## config.mk

```make
export PLATFORM = sky130hd
export DESIGN_NAME = battery_charge_state_controller_core
export DESIGN_NICKNAME = d
export VERILOG_FILES = /design/src/rtl/bcsc_pkg.sv /design/src/rtl/bcsc_temp_eval.sv /design/src/rtl/bcsc_soc_window.sv /design/src/rtl/bcsc_charge_fsm.sv /design/src/rtl/battery_charge_state_controller_core.sv
export SDC_FILE = /design/constraint.sdc
export NUM_CORES = 1
export LEC_CHECK = 0
export ABC_AREA = 1
export BUFFER_PORTS_ARGS = -buffer_cell sky130_fd_sc_hd__buf_2
export CAP_MARGIN = 5
export CORE_MARGIN = 2
export CORE_UTILIZATION = 39
export DETAILED_ROUTE_END_ITERATION = 10
export PLACE_DENSITY_LB_ADDON = 0.05
export SETUP_SLACK_MARGIN = 0.3
export SLEW_MARGIN = 10
export SYNTH_ARGS = -nofsm -noshare
export SYNTH_HDL_FRONTEND = slang
export SYNTH_SLANG_ARGS = --single-unit
```

## constraint.sdc

```tcl
create_clock -name clock -period 16.5 [get_ports clock]
set_input_delay 0.825 -clock clock [delete_from_list [all_inputs] [get_ports clock]]
set_output_delay 0.825 -clock clock [all_outputs]
set_load 0.02 [all_outputs]
```

## src/rtl/bcsc_pkg.sv

```systemverilog
// Shared types, codes and constants of the battery charge state controller.
// Used by every module in the rtl folder; depends on nothing else.
package bcsc_pkg;

   // Charge machine state codes.
   localparam logic [2:0] ST_INIT  = 3'd0;
   localparam logic [2:0] ST_IDLE  = 3'd1;
   localparam logic [2:0] ST_BAD   = 3'd2;
   localparam logic [2:0] ST_PRE   = 3'd3;
   localparam logic [2:0] ST_CHG   = 3'd4;
   localparam logic [2:0] ST_ERR   = 3'd5;
   localparam logic [2:0] ST_DIS   = 3'd6;

   // Battery status word bit positions.
   localparam int AL_OVER_CHARGED   = 15;
   localparam int AL_TERM_CHARGE    = 14;
   localparam int AL_OVER_TEMP      = 12;
   localparam int AL_TERM_DISCHARGE = 11;

   // Register indexes of the configuration port.
   localparam int CSR_IDX_W = 3;
   localparam logic [CSR_IDX_W-1:0] CSR_START_MIN  = 3'd0;
   localparam logic [CSR_IDX_W-1:0] CSR_START_MAX  = 3'd1;
   localparam logic [CSR_IDX_W-1:0] CSR_CHARGE_MIN = 3'd2;
   localparam logic [CSR_IDX_W-1:0] CSR_CHARGE_MAX = 3'd3;
   localparam logic [CSR_IDX_W-1:0] CSR_DIS_MIN    = 3'd4;
   localparam logic [CSR_IDX_W-1:0] CSR_DIS_MAX    = 3'd5;
   localparam logic [CSR_IDX_W-1:0] CSR_PRE_TMO    = 3'd6;
   localparam int CSR_DATA_W = 20;

   // Register reset values.
   localparam logic signed [7:0] RST_START_MIN  = 8'sd0;
   localparam logic signed [7:0] RST_START_MAX  = 8'sd45;
   localparam logic signed [7:0] RST_CHARGE_MIN = 8'sd0;
   localparam logic signed [7:0] RST_CHARGE_MAX = 8'sd60;
   localparam logic signed [7:0] RST_DIS_MIN    = -8'sd20;
   localparam logic signed [7:0] RST_DIS_MAX    = 8'sd70;
   localparam logic [19:0]       RST_PRE_TMO    = 20'd15000;

   // Percent thresholds and timing.
   localparam int LOW_ENTER_PCT = 40;
   localparam int LOW_EXIT_PCT  = 60;
   localparam int FULL_PCT      = 100;
   localparam int SHUTDOWN_PCT  = 3;
   localparam int NOTICE_PCT    = 10;
   localparam logic [31:0] NOTICE_GAP_MS = 32'd60000;

   // Deci-kelvin to Celsius: offset, then divide by ten via reciprocal.
   localparam int DK_OFFSET  = 2731;
   localparam int DIV10_MUL  = 52429;
   localparam int DIV10_SHR  = 19;

   localparam int WINDOW_DEPTH_DEF = 4;

   // Input beat, last field in the lowest bits.
   typedef struct packed {
      logic        pad;
      logic [31:0] now_ms;
      logic [6:0]  charge_percent;
      logic        soc_valid;
      logic [15:0] alarm_bits;
      logic        status_valid;
      logic [15:0] battery_temp_dk;
      logic        temp_valid;
      logic        charge_timed_out;
      logic        charger_alarm;
      logic        host_off;
      logic        host_on;
      logic        ac_present;
   } item_type;

   // Result beat, last field in the lowest bits.
   typedef struct packed {
      logic       low_notice;
      logic       shutdown_request;
      logic       low_current_mode;
      logic       led_error;
      logic       charge_enable;
      logic [2:0] state_code;
   } result_type;

   typedef struct packed {
      logic signed [7:0] start_charge_min_c;
      logic signed [7:0] start_charge_max_c;
      logic signed [7:0] charge_min_c;
      logic signed [7:0] charge_max_c;
      logic signed [7:0] discharge_min_c;
      logic signed [7:0] discharge_max_c;
      logic [19:0]       precharge_timeout_ms;
   } cfg_type;

   typedef struct packed {
      logic start_ok;
      logic charge_ok;
      logic discharge_ok;
   } temp_flags_type;

   typedef struct packed {
      logic       clear;
      logic       push;
      logic [6:0] pct;
   } win_ctrl_type;

endpackage

```

## src/rtl/bcsc_temp_eval.sv

```systemverilog
// Converts the battery temperature to Celsius and checks it against the
// three configured windows. Depends on bcsc_pkg.
module bcsc_temp_eval
   import bcsc_pkg::*;
(
   input  logic [15:0]    battery_temp_dk,
   input  cfg_type        cfg,
   output temp_flags_type flags
);

   logic signed [17:0] diff;
   logic               neg;
   logic [15:0]        mag;
   logic [31:0]        prod;
   logic [12:0]        quot;
   logic signed [13:0] celsius;

   always_comb begin
      diff = $signed({2'b00, battery_temp_dk}) - 18'sd2731;
      neg  = diff[17];
      mag  = neg ? 16'(-diff) : diff[15:0];
      // Exact divide by ten for any 16-bit magnitude.
      prod = mag * 32'(DIV10_MUL);
      quot = prod[DIV10_SHR +: 13];
      // Truncation toward zero: divide the magnitude, then restore the sign.
      celsius = neg ? -$signed({1'b0, quot}) : $signed({1'b0, quot});
   end

   assign flags.start_ok = (celsius >= 14'(cfg.start_charge_min_c)) &&
                           (celsius <  14'(cfg.start_charge_max_c));
   assign flags.charge_ok = (celsius >= 14'(cfg.charge_min_c)) &&
                            (celsius <  14'(cfg.charge_max_c));
   assign flags.discharge_ok = (celsius >= 14'(cfg.discharge_min_c)) &&
                               (celsius <  14'(cfg.discharge_max_c));

endmodule

```

## src/rtl/bcsc_soc_window.sv

```systemverilog
// State-of-charge averaging window with a running sum, used while
// discharging to spot a nearly empty battery. Depends on bcsc_pkg.
module bcsc_soc_window
   import bcsc_pkg::*;
#(
   parameter int WINDOW_DEPTH = WINDOW_DEPTH_DEF
)
(
   input  logic         clock,
   input  logic         reset,
   input  logic         advance,
   input  win_ctrl_type ctrl,
   output logic         avg_low
);

   localparam int POS_W = $clog2(WINDOW_DEPTH);
   localparam int SUM_W = $clog2(WINDOW_DEPTH * 128);
   localparam logic [SUM_W-1:0] HALF   = SUM_W'(WINDOW_DEPTH / 2);
   localparam logic [SUM_W-1:0] THRESH = SUM_W'(SHUTDOWN_PCT * WINDOW_DEPTH);
   localparam logic [POS_W-1:0] LAST   = POS_W'(WINDOW_DEPTH - 1);

   logic [6:0]       win_ff [WINDOW_DEPTH];
   logic [6:0]       fill_ff;
   logic [SUM_W-1:0] sum_ff, sum_in;
   logic             filled_ff, filled_in;
   logic             wrapped_ff, wrapped_in;
   logic [POS_W-1:0] pos_ff, pos_in;
   logic [6:0]       old_val;
   logic [SUM_W-1:0] pct_ext;

   always_comb begin
      pct_ext = SUM_W'(ctrl.pct);
      // Slots not yet rewritten since the last fill count as the fill value.
      old_val = wrapped_ff ? win_ff[pos_ff] : fill_ff;
      sum_in     = sum_ff;
      filled_in  = filled_ff;
      wrapped_in = wrapped_ff;
      pos_in     = pos_ff;
      if (!filled_ff) begin
         avg_low = ctrl.pct < 7'(SHUTDOWN_PCT);
      end else begin
         avg_low = ((sum_ff - SUM_W'(old_val) + pct_ext) + HALF) < THRESH;
      end
      if (ctrl.push) begin
         if (!filled_ff) begin
            sum_in     = SUM_W'(WINDOW_DEPTH) * pct_ext;
            filled_in  = 1'b1;
            wrapped_in = 1'b0;
            pos_in     = '0;
         end else begin
            sum_in = sum_ff - SUM_W'(old_val) + pct_ext;
            if (pos_ff == LAST) begin
               pos_in     = '0;
               wrapped_in = 1'b1;
            end else begin
               pos_in = pos_ff + 1'b1;
            end
         end
      end
      if (ctrl.clear) begin
         filled_in = 1'b0;
         pos_in    = '0;
      end
   end

   always_ff @(posedge clock) begin
      if (reset) begin
         filled_ff  <= 1'b0;
         wrapped_ff <= 1'b0;
         pos_ff     <= '0;
      end else if (advance) begin
         filled_ff  <= filled_in;
         wrapped_ff <= wrapped_in;
         pos_ff     <= pos_in;
      end
   end

   always_ff @(posedge clock) begin
      if (advance) begin
         sum_ff <= sum_in;
         if (ctrl.push) begin
            if (!filled_ff) begin
               fill_ff <= ctrl.pct;
            end else begin
               win_ff[pos_ff] <= ctrl.pct;
            end
         end
      end
   end

endmodule

```

## src/rtl/bcsc_charge_fsm.sv

```systemverilog
// Seven-state charge machine with its timers, output levels and the
// low-battery notice limiter. Depends on bcsc_pkg.
module bcsc_charge_fsm
   import bcsc_pkg::*;
(
   input  logic           clock,
   input  logic           reset,
   input  logic           advance,
   input  item_type       item,
   input  temp_flags_type temp,
   input  logic [19:0]    precharge_timeout_ms,
   input  logic           avg_low,
   output win_ctrl_type   win_ctrl,
   output result_type     result
);

   logic [2:0]  mode_ff, mode_in;
   logic [31:0] pre_start_ff, pre_start_in;
   logic [31:0] notice_time_ff, notice_time_in;
   logic        enable_ff, enable_in;
   logic        led_ff, led_in;
   logic        low_cur_ff, low_cur_in;
   logic [2:0]  cur;
   logic [31:0] pre_elapsed;
   logic [31:0] notice_elapsed;
   logic        changed;
   logic        shut;
   logic        notice;
   logic        push;
   logic        charged;

   function automatic logic low_current_from(input logic level, input logic [6:0] pct);
      logic res;
      res = level;
      if (pct < 7'(LOW_ENTER_PCT)) begin
         res = 1'b1;
      end else if (pct > 7'(LOW_EXIT_PCT)) begin
         res = 1'b0;
      end
      return res;
   endfunction

   always_comb begin
      cur = (mode_ff > ST_DIS) ? ST_INIT : mode_ff;
      mode_in        = cur;
      low_cur_in     = low_cur_ff;
      notice_time_in = notice_time_ff;
      shut           = 1'b0;
      notice         = 1'b0;
      push           = 1'b0;
      pre_elapsed    = item.now_ms - pre_start_ff;
      notice_elapsed = item.now_ms - notice_time_ff;
      charged        = item.alarm_bits[AL_OVER_CHARGED] | item.alarm_bits[AL_TERM_CHARGE];

      if (cur == ST_PRE && pre_elapsed >= 32'(precharge_timeout_ms)) begin
         mode_in = ST_ERR;
      end else begin
         case (cur)
            ST_PRE: begin
               if (!item.ac_present) begin
                  mode_in = ST_INIT;
               end else if (item.temp_valid) begin
                  if (!temp.start_ok) begin
                     mode_in = ST_INIT;
                  end else begin
                     mode_in = ST_CHG;
                     if (item.soc_valid) begin
                        low_cur_in = low_current_from(low_cur_ff, item.charge_percent);
                        if (item.charge_percent >= 7'(FULL_PCT)) begin
                           mode_in = ST_INIT;
                        end
                     end
                  end
               end
            end
            ST_CHG: begin
               if (!item.ac_present || !item.temp_valid) begin
                  mode_in = ST_INIT;
               end else if (!temp.charge_ok) begin
                  mode_in = ST_ERR;
               end else if (!item.status_valid) begin
                  mode_in = ST_INIT;
               end else if (item.alarm_bits[AL_OVER_TEMP]) begin
                  mode_in = ST_ERR;
               end else if (charged) begin
                  mode_in = ST_IDLE;
               end else if (item.charger_alarm || item.charge_timed_out) begin
                  mode_in = ST_INIT;
               end
            end
            ST_ERR: begin
               if (!item.ac_present) begin
                  mode_in = ST_INIT;
               end else if (item.status_valid && !item.alarm_bits[AL_OVER_TEMP] &&
                            item.temp_valid && temp.charge_ok) begin
                  mode_in = ST_CHG;
               end
            end
            ST_DIS: begin
               if (item.ac_present || item.host_off) begin
                  mode_in = ST_INIT;
               end else if ((item.temp_valid && !temp.discharge_ok) ||
                            (item.status_valid && (item.alarm_bits[AL_TERM_DISCHARGE] |
                                                   item.alarm_bits[AL_OVER_TEMP]))) begin
                  shut    = item.host_on;
                  mode_in = ST_INIT;
               end else if (item.soc_valid) begin
                  push = 1'b1;
                  if (avg_low) begin
                     shut    = item.host_on;
                     mode_in = ST_INIT;
                  end else if (item.charge_percent < 7'(NOTICE_PCT) && item.host_on &&
                               notice_elapsed > NOTICE_GAP_MS) begin
                     notice         = 1'b1;
                     notice_time_in = item.now_ms;
                  end
               end
            end
            default: begin
               if (!item.ac_present) begin
                  mode_in = item.host_on ? ST_DIS : ST_IDLE;
               end else if (item.charger_alarm) begin
                  mode_in = ST_BAD;
               end else if (!item.temp_valid) begin
                  low_cur_in = 1'b1;
                  mode_in    = ST_PRE;
               end else if (!temp.start_ok) begin
                  mode_in = ST_BAD;
               end else if (!item.status_valid || item.alarm_bits[AL_OVER_TEMP]) begin
                  mode_in = ST_BAD;
               end else if (charged) begin
                  mode_in = ST_IDLE;
               end else begin
                  mode_in = ST_IDLE;
                  if (item.soc_valid) begin
                     low_cur_in = low_current_from(low_cur_ff, item.charge_percent);
                     if (item.charge_percent < 7'(FULL_PCT)) begin
                        mode_in = ST_CHG;
                     end
                  end
               end
            end
         endcase
      end

      changed      = mode_in != cur;
      pre_start_in = pre_start_ff;
      enable_in    = enable_ff;
      led_in       = led_ff;
      if (changed) begin
         if (mode_in == ST_PRE) begin
            pre_start_in = item.now_ms;
         end
         if (mode_in == ST_PRE || mode_in == ST_CHG) begin
            led_in    = 1'b0;
            enable_in = 1'b1;
         end else if (mode_in == ST_ERR) begin
            led_in    = 1'b1;
            enable_in = 1'b1;
         end else begin
            led_in    = 1'b0;
            enable_in = 1'b0;
         end
      end
      // Staying in pre-charge implies the timeout has not run out, so only
      // entry with a zero timeout can drop the enable here.
      if (changed && mode_in == ST_PRE && precharge_timeout_ms == '0) begin
         enable_in = 1'b0;
      end
   end

   assign win_ctrl.clear = changed;
   assign win_ctrl.push  = push;
   assign win_ctrl.pct   = item.charge_percent;

   assign result.state_code       = mode_in;
   assign result.charge_enable    = enable_in;
   assign result.led_error        = led_in;
   assign result.low_current_mode = low_cur_in;
   assign result.shutdown_request = shut;
   assign result.low_notice       = notice;

   always_ff @(posedge clock) begin
      if (reset) begin
         mode_ff        <= ST_INIT;
         pre_start_ff   <= '0;
         notice_time_ff <= '0;
         enable_ff      <= 1'b0;
         led_ff         <= 1'b0;
         low_cur_ff     <= 1'b0;
      end else if (advance) begin
         mode_ff        <= mode_in;
         pre_start_ff   <= pre_start_in;
         notice_time_ff <= notice_time_in;
         enable_ff      <= enable_in;
         led_ff         <= led_in;
         low_cur_ff     <= low_cur_in;
      end
   end

endmodule

```

## src/rtl/battery_charge_state_controller_core.sv

```systemverilog
// Battery charge state controller: one poll tick in, one result beat out.
// A request beat is held in the input register; the charge machine's single
// pass ends in the result register, which drives rsp_tvalid. One beat per
// cycle while rsp_tready does not stall the result register.
// Reset (synchronous): state ST_INIT, levels and timers zero, window empty,
// registers at defaults; no clearing pass, requests are taken at once.
module battery_charge_state_controller_core
   import bcsc_pkg::*;
#(
   parameter int WINDOW_DEPTH = WINDOW_DEPTH_DEF
)
(
   input  logic                 clock,
   input  logic                 reset,
   input  logic                 req_tvalid,
   output logic                 req_tready,
   // ac_present, host_on, host_off, charger_alarm, charge_timed_out,
   // temp_valid, battery_temp_dk[16], status_valid, alarm_bits[16],
   // soc_valid, charge_percent[7], now_ms[32], one zero pad bit
   input  logic [79:0]          req_tdata,
   output logic                 rsp_tvalid,
   input  logic                 rsp_tready,
   // state_code[3], charge_enable, led_error, low_current_mode,
   // shutdown_request, low_notice
   output logic [7:0]           rsp_tdata,
   input  logic                 csr_valid,
   output logic                 csr_ready,
   input  logic [CSR_IDX_W-1:0] csr_index,
   input  logic [CSR_DATA_W-1:0] csr_data
);

   logic           s1_valid_ff, s1_valid_in;
   item_type       s1_item_ff;
   logic           rsp_valid_ff, rsp_valid_in;
   result_type     rsp_data_ff;
   cfg_type        cfg_ff;
   logic           advance;
   logic           req_fire;
   temp_flags_type temp_flags;
   win_ctrl_type   win_ctrl;
   logic           avg_low;
   result_type     result;

   assign advance    = s1_valid_ff && (!rsp_valid_ff || rsp_tready);
   assign req_tready = !s1_valid_ff || advance;
   assign req_fire   = req_tvalid && req_tready;
   assign csr_ready  = 1'b1;
   assign rsp_tvalid = rsp_valid_ff;
   assign rsp_tdata  = rsp_data_ff;

   always_comb begin
      s1_valid_in = s1_valid_ff;
      if (req_fire) begin
         s1_valid_in = 1'b1;
      end else if (advance) begin
         s1_valid_in = 1'b0;
      end
      rsp_valid_in = rsp_valid_ff;
      if (advance) begin
         rsp_valid_in = 1'b1;
      end else if (rsp_tready) begin
         rsp_valid_in = 1'b0;
      end
   end

   always_ff @(posedge clock) begin
      if (reset) begin
         s1_valid_ff  <= 1'b0;
         rsp_valid_ff <= 1'b0;
      end else begin
         s1_valid_ff  <= s1_valid_in;
         rsp_valid_ff <= rsp_valid_in;
      end
   end

   always_ff @(posedge clock) begin
      if (req_fire) begin
         s1_item_ff <= item_type'(req_tdata);
      end
      if (advance) begin
         rsp_data_ff <= result;
      end
   end

   always_ff @(posedge clock) begin
      if (reset) begin
         cfg_ff.start_charge_min_c   <= RST_START_MIN;
         cfg_ff.start_charge_max_c   <= RST_START_MAX;
         cfg_ff.charge_min_c         <= RST_CHARGE_MIN;
         cfg_ff.charge_max_c         <= RST_CHARGE_MAX;
         cfg_ff.discharge_min_c      <= RST_DIS_MIN;
         cfg_ff.discharge_max_c      <= RST_DIS_MAX;
         cfg_ff.precharge_timeout_ms <= RST_PRE_TMO;
      end else if (csr_valid) begin
         case (csr_index)
            CSR_START_MIN:  cfg_ff.start_charge_min_c   <= csr_data[7:0];
            CSR_START_MAX:  cfg_ff.start_charge_max_c   <= csr_data[7:0];
            CSR_CHARGE_MIN: cfg_ff.charge_min_c         <= csr_data[7:0];
            CSR_CHARGE_MAX: cfg_ff.charge_max_c         <= csr_data[7:0];
            CSR_DIS_MIN:    cfg_ff.discharge_min_c      <= csr_data[7:0];
            CSR_DIS_MAX:    cfg_ff.discharge_max_c      <= csr_data[7:0];
            CSR_PRE_TMO:    cfg_ff.precharge_timeout_ms <= csr_data;
            default: begin
            end
         endcase
      end
   end

   bcsc_temp_eval u_temp (
      .battery_temp_dk (s1_item_ff.battery_temp_dk),
      .cfg             (cfg_ff),
      .flags           (temp_flags)
   );

   bcsc_soc_window #(
      .WINDOW_DEPTH (WINDOW_DEPTH)
   ) u_window (
      .clock   (clock),
      .reset   (reset),
      .advance (advance),
      .ctrl    (win_ctrl),
      .avg_low (avg_low)
   );

   bcsc_charge_fsm u_fsm (
      .clock                (clock),
      .reset                (reset),
      .advance              (advance),
      .item                 (s1_item_ff),
      .temp                 (temp_flags),
      .precharge_timeout_ms (cfg_ff.precharge_timeout_ms),
      .avg_low              (avg_low),
      .win_ctrl             (win_ctrl),
      .result               (result)
   );

endmodule
```

==> results by group, run 1 <==
Placed design
  • Detailed Place HPWL: 43,100 µm
  • I/O Buffers: 104
  • Placer Congestion: 0.850

GRT
  • Largest net degree at the start of global routing: 73
  • First-pass GRT wire length: 86,900 µm
  • Vias in the first global route: 16,826
  • Overflow after GRT: 0
  • Initial antenna violation count: 2
  • GRT Total Usage: 19.0%

Critical path
  • Critical path buffers and inverters: 4
  • Crit path top cell by count: nand2_1
  • Crit Path Max Fanout: 20
  • CP peak stage delay: 0.75 ns
  • Crit-path slowest cell: xnor2_1
  • Worst Path Required: 16.68 ns
  • CP endpoint kind: flop
  • Cell family with most CP delay: simple AND/OR/NAND/NOR gates
  • CP Class: flop to flop
  • Crit path DAT: 12.59 ns
  • CP Launch Type: flop

Timing
  • Period minus WS final: 12.41 ns
  • Slew margin rel.: 40.4%
  • Clock Skew: 0.0302 ns
  • Final Hold Viols: 0
  • Unrepaired setup endpoints after global routing: no
  • Final setup fails: 0
  • Slew @ Worst Pin: 0.888 ns
  • Fin crit share: 75.2%
  • Maximum clock frequency: 0.0806 GHz
  • Fin Setup TNS: 0 ns
  • Slew Viols, Final: 0

Synth
  • Post-synth ARST share: 0%
  • Commonest cells post-synth: inv_1 (500), nand2_1 (338), ha_1 (311)
  • Mapped Cells: 2,659
  • Synth area leaders: ha_1 (18%), edfxtp_1 (16%), dfxtp_1 (13%)
  • Primary FF master, synth: dfxtp_1
  • Post-synth top area share: 17.9%
  • Sequential area share after synthesis: 29.8%
  • YS warnings: 0
  • Number of synthesized flops with an enable pin: 119
  • Cell area after synthesis: 21,800 µm²
  • Synth Area per Inst: 8.19 µm²
  • #FFs+latches synth: 265
  • Cell variety after synth: 67
  • Most frequent cell after synthesis: inv_1
  • Synth area leader: ha_1
  • Net Count, Synth: 3,165

Drt
  • DR WL/cell: 15.1 µm
  • DR vias: 17,309
  • Total Wirelength: 53,600 µm
  • Antenna-violating nets left: 0
  • Starting DRT DRC Count: 654
  • Vias per inst: 4.89
  • Pre-Repair DR Iteration Count: 5
  • Post-route DRC: 0

Clocking
  • Worst-path clk slew: 0.06 ns
  • Total setup buffers inserted after CTS: 0
  • Clk sinks: 265
  • CTS resizes: 0
  • Clk_lat worst skew: 0.56 ns
  • Max Root-Sink Buffers: 3
  • Hold buffers post-CTS: 0
  • CTS Root Cell: clkbuf_16
  • CTS tree: done
  • CTS Buf Count: 36
  • H-tree depth: 2

Outcome
  • Status: finished clean

Die
  • Die Y: 240 µm
  • Num rows: 86
  • Die width: 240 µm
  • Initial Utilization: 39.5%
  • Die area: 57,800 µm²
  • Core box area: 55,200 µm²
  • IO Pins: 119

Flow run
  • Max-capacitance violation count: 0

Final layout
  • Layout cell share with drive strength beyond 1: 9.17%
  • Diodes inserted: 0
  • Layout Nets: 3,271
  • Synth-to-Final Area Change: 11.6%

Worst hold path
  • Hold WC Path Type: primary input to flop
-- sequential cells by signal, summed over array words and instances, names as in the netlist, named ones only --
name / cells
cfg_ff: 68
s1_item_ff: 67
u_fsm.notice_time_ff: 32
u_fsm.pre_start_ff: 32
u_window.win_ff: 28
u_window.sum_ff: 9
rsp_tdata: 8
u_window.fill_ff: 7
u_fsm.mode_ff: 3
u_window.pos_ff: 2
rsp_tvalid: 1
s1_valid_ff: 1
u_fsm.enable_ff: 1
u_fsm.led_ff: 1
u_fsm.low_cur_ff: 1
u_window.filled_ff: 1
u_window.wrapped_ff: 1
-- per-layer routing --
metal  part of all wire (%)  global-route usage [%]
met1                     49                    26.4
met3                    3.7                    2.43
met2                     45                    31.1
met5                      0                       0
met4                    2.1                    4.78
-- through the flow --
step / instance area (µm²) / setup slack (ns) / util [%] / hold slack (ns) / std cells
floorplan: 21800 / 6.01 / - / 0.430 / 2659
global placement: 23100 / 4.27 / 41.8 / 0.446 / 3475
detailed placement: 23100 / 3.96 / 41.8 / 0.453 / 3475
CTS: 24300 / 4.00 / 44.1 / 0.397 / 3540
global route: 24300 / 3.00 / 44.1 / 0.410 / 3540
finish: 24300 / 4.09 / 44.1 / 0.439 / 3540
-- cell usage in the layout (no fill, tap or decap), types with 16 or more instances in the layout --
cell / count
dfxtp_1: 146
xor2_1: 68
nor3_1: 36
nand2_2: 16
xnor2_1: 41
nand4_1: 33
a21oi_1: 218
buf_2: 104
nand2_1: 338
inv_1: 498
nand3_1: 68
clkbuf_16: 36
edfxtp_1: 119
o21ai_1: 37
fa_1: 87
nor2_1: 244
ha_1: 311
o211ai_1: 23
o21ai_0: 163
a21oi_2: 28
-- final cells by class --
class / count / area (µm²)
Clock buffer: 50 / 1020
Sequential cell: 265 / 6500
Fill cell: 5579 / 30900
Timing Repair Buffer: 113 / 588
Clock inverter: 15 / 199
Multi-Input combinational cell: 1841 / 13200
Inverter: 508 / 1910
Tap cell: 748 / 936
-- path summary, 6_finish.rpt --
check / from / end / slack (ns) / depth (start not counted)
max reg2reg: s1_item_ff[6] / u_window.win_ff[2][6] / 4.09 / 46
min reg2reg: u_fsm.pre_start_ff[22] / u_fsm.pre_start_ff[22] / 0.46 / 2
min: req_tdata[44] / s1_item_ff[44] / 0.44 / 1
max: s1_item_ff[6] / u_window.win_ff[2][6] / 4.09 / 46
-- cell families after synthesis --
family	count (synthesis)	synth area share (%)
AND/OR/NAND/NOR	780	15.6
AO/OA/AOI/OAI	553	14.5
buffers and inverters	553	9.76
adder cells (fa/ha/maj)	398	25.9
flip-flops	265	29.8
XOR/XNOR	109	4.38
other	1	0.0172
Power of run 1 is left out: the tool's default activity adds up to more than one toggle a clock period on the data nets, which glitch-free logic cannot reach.
==> inputs of run 2 (changes only) <==
--- a/config.mk
+++ b/config.mk
@@ -5,7 +5,7 @@
 export SDC_FILE = /design/constraint.sdc
 export NUM_CORES = 1
 export LEC_CHECK = 0
-export ABC_AREA = 1
+export ABC_AREA = 0
 export BUFFER_PORTS_ARGS = -buffer_cell sky130_fd_sc_hd__buf_2
 export CAP_MARGIN = 5
 export CORE_MARGIN = 2
==> constraint.sdc (replaced) <==
create_clock -name clock -period 10.72 [get_ports clock]
set_input_delay 0.536 -clock clock [delete_from_list [all_inputs] [get_ports clock]]
set_output_delay 0.536 -clock clock [all_outputs]
set_load 0.02 [all_outputs]
==> run 2 against run 1 <==
Net effect: the flow now finishes with violations (setup timing); wire length grew 12%; design area grew 13%; final cell count grew 0.14%; non-clock buffer count grew 230; sequential share of layout area shrank 3.0 points; fmax grew 13%; synthesized cell count shrank 8.1%; first-iteration DRC count grew 31%; synthesized area grew 2.3%; register-to-register slack lost 4.4 ns; flip-flop and latch count is the same.
==> results by group, run 2 <==
Outcome
  • Status: finished with violations
  • Failing checks: setup timing

Synth
  • #FFs+latches synth: 265
  • Cell variety after synth: 97
  • Commonest cells post-synth: inv_1 (345), ha_1 (311), nand2_1 (208)
  • Sequential area share after synthesis: 29.2%
  • Synth Area per Inst: 9.12 µm²
  • Net Count, Synth: 2,949
  • Most frequent cell after synthesis: inv_1
  • Synth area leaders: ha_1 (17%), edfxtp_1 (16%), dfxtp_1 (13%)
  • Post-synth ARST share: 0%
  • Mapped Cells: 2,443
  • Primary FF master, synth: dfxtp_1
  • Number of synthesized flops with an enable pin: 119
  • Synth area leader: ha_1
  • Post-synth top area share: 17.5%
  • Cell area after synthesis: 22,300 µm²
  • YS warnings: 0

Worst hold path
  • Hold WC Path Type: primary input to flop

Placed design
  • I/O Buffers: 104
  • Detailed Place HPWL: 47,200 µm
  • Placer Congestion: 0.862
  • Placed cell count: 3,453

Timing
  • Period minus WS final: 10.98 ns
  • Clock Skew: 0.0287 ns
  • Slew Viols, Final: 0
  • Maximum clock frequency: 0.0910 GHz
  • Final Hold Viols: 0
  • Final setup fails: 64
  • Worst setup margin: -0.265 ns
  • Fin crit share: 102%
  • Slew margin rel.: 23.3%
  • Slew @ Worst Pin: 1.15 ns
  • Unrepaired setup endpoints after global routing: yes

GRT
  • Vias in the first global route: 18,217
  • First-pass GRT wire length: 96,100 µm
  • GRT Total Usage: 20.2%
  • Overflow after GRT: 0
  • Largest net degree at the start of global routing: 73
  • Initial antenna violation count: 1

Clocking
  • CTS Root Cell: clkbuf_16
  • Worst-path clk slew: 0.06 ns
  • H-tree depth: 2
  • Clk_lat worst skew: 0.56 ns
  • CTS tree: done
  • Max Root-Sink Buffers: 3
  • Clk sinks: 265
  • CTS Buf Count: 34

Final layout
  • Most frequent cells in the layout: inv_1 (338), ha_1 (298), buf_4 (219)
  • Post-Layout Cell Count: 3,545
  • Largest register FFs: 68
  • Largest regs: cfg_ff: 68 flops, s1_item_ff: 67 flops
  • Commonest non-fill, non-tap cell in the layout: inv_1
  • Util after Layout: 48.5%
  • Layout Nets: 3,271
  • Layout cell share with drive strength beyond 1: 20.5%
  • Largest Register: cfg_ff
  • Diodes inserted: 0
  • Synth-to-Final Area Change: 22.9%

Drt
  • Pre-Repair DR Iteration Count: 5
  • Starting DRT DRC Count: 860
  • DR WL/cell: 16.9 µm
  • Vias per inst: 5.15
  • Total Wirelength: 60,000 µm
  • DR vias: 18,261
  • Post-route DRC: 0
  • Antenna-violating nets left: 0

Critical path
  • Reg2reg start: s1_item_ff[7]
  • R2R Path End: u_fsm.pre_start_ff[11]
  • Crit path DAT: 11.38 ns
  • Reg2Reg Setup Slack: -0.26 ns
  • WP depth: 52
  • Worst Path Required: 11.11 ns
  • Cell family with most CP delay: compound AO/OA/AOI/OAI gates
  • CP Launch Type: flop
  • FF-to-FF path depth: 52
  • Crit path top cell by count: nor2_1
  • CP endpoint kind: flop
  • CP Class: flop to flop
  • Start point of the critical path: s1_item_ff[7]
  • Crit Path Max Fanout: 8
  • Critical Path End: u_fsm.pre_start_ff[11]
  • Critical path buffers and inverters: 8
  • CP peak stage delay: 0.56 ns
  • Crit-path slowest cell: fa_1

Die
  • Core box area: 56,500 µm²
  • Die width: 243 µm
  • Die area: 59,100 µm²
  • Num rows: 87
  • Initial Utilization: 39.4%
  • Die Y: 243 µm
  • IO Pins: 119

Flow run
  • Max-capacitance violation count: 0
[run 2: changes by cell type in the layout (fill, tap and decap cells not counted), sizes merged, moves of 26 or more]
cell / change
buf: +228
inv: -164
nand2: -151
o21ai: -110
a21oi: -93
mux2i: +71
nor2: -57
a21o: +43
nor2b: +29
nand2b: +26
[run 2: cells by family after synthesis]
logic type / Yosys count / synth area share [%]
buffers and inverters: 404 / 7.14
DFF: 265 / 29.2
xor gates and xnor gates: 99 / 3.89
muxes: 91 / 4.55
and+or+nand+nor: 657 / 13.9
AOI/OAI and AO/OA: 528 / 16.1
other: 1 / 0.0168
adders and majority gates: 398 / 25.3
[run 2: stage by stage]
step | cell area [µm²] | TNS [ns] | hold WS [ns] | setup WS [ns]
5_1_grt | 27400 | -72.82 | 0.119 | -0.844
6_report | 27400 | -10.21 | 0.148 | -0.265
3_3_place_gp | 25400 | -12.38 | 0.444 | -0.338
2_1_floorplan | 22600 | 0 | 0.436 | 0.189
4_1_cts | 26900 | -18.62 | 0.115 | -0.341
3_5_place_dp | 25400 | -21.40 | 0.447 | -0.492
[run 2: repair_timing]
| action | in CTS | in global routing |
|---|---|---|
| setup endpoints to repair | 126 | 128 |
| pin swaps | 27 | 60 |
| setup buffers | 16 | 11 |
| hold buffers | 0 | 0 |
| resized for setup | 49 | 64 |
| gates cloned | 3 | 2 |
[run 2: area by class of cell]
| cell class | count | area (µm²) |
|---|---|---|
| timing repair buffer | 343 | 2550 |
| tap | 756 | 946 |
| clock buffer | 46 | 916 |
| inverter | 347 | 1300 |
| multi-input combinational | 1774 | 15000 |
| sequential | 265 | 6500 |
| fill | 5428 | 29100 |
| clock inverter | 14 | 128 |
[run 2: layer usage]
| layer | global-route usage [%] | wire [µm] | up-vias |
|---|---|---|---|
| met1 | 27.8 | 28900 | 8680 |
| met5 | 0 | 0 | - |
| met3 | 2.17 | 1590 | 85 |
| met4 | 6.19 | 1650 | 0 |
| met2 | 33.2 | 27900 | 254 |
| li1 | - | - | 9242 |
[run 2: how the worst min path moves through the flow]
| stage | startpoint | endpoint | depth (start not counted) |
|---|---|---|---|
| floorplan | cfg_ff[23] | cfg_ff[23] | 2 |
| global placement | cfg_ff[49] | cfg_ff[49] | 2 |
| detailed placement | cfg_ff[23] | cfg_ff[23] | 2 |
| CTS | req_tdata[45] | s1_item_ff[45] | 1 |
| global route | req_tdata[52] | s1_item_ff[52] | 1 |
| finish | req_tdata[45] | s1_item_ff[45] | 1 |
Power of run 2 is left out for the same reason.
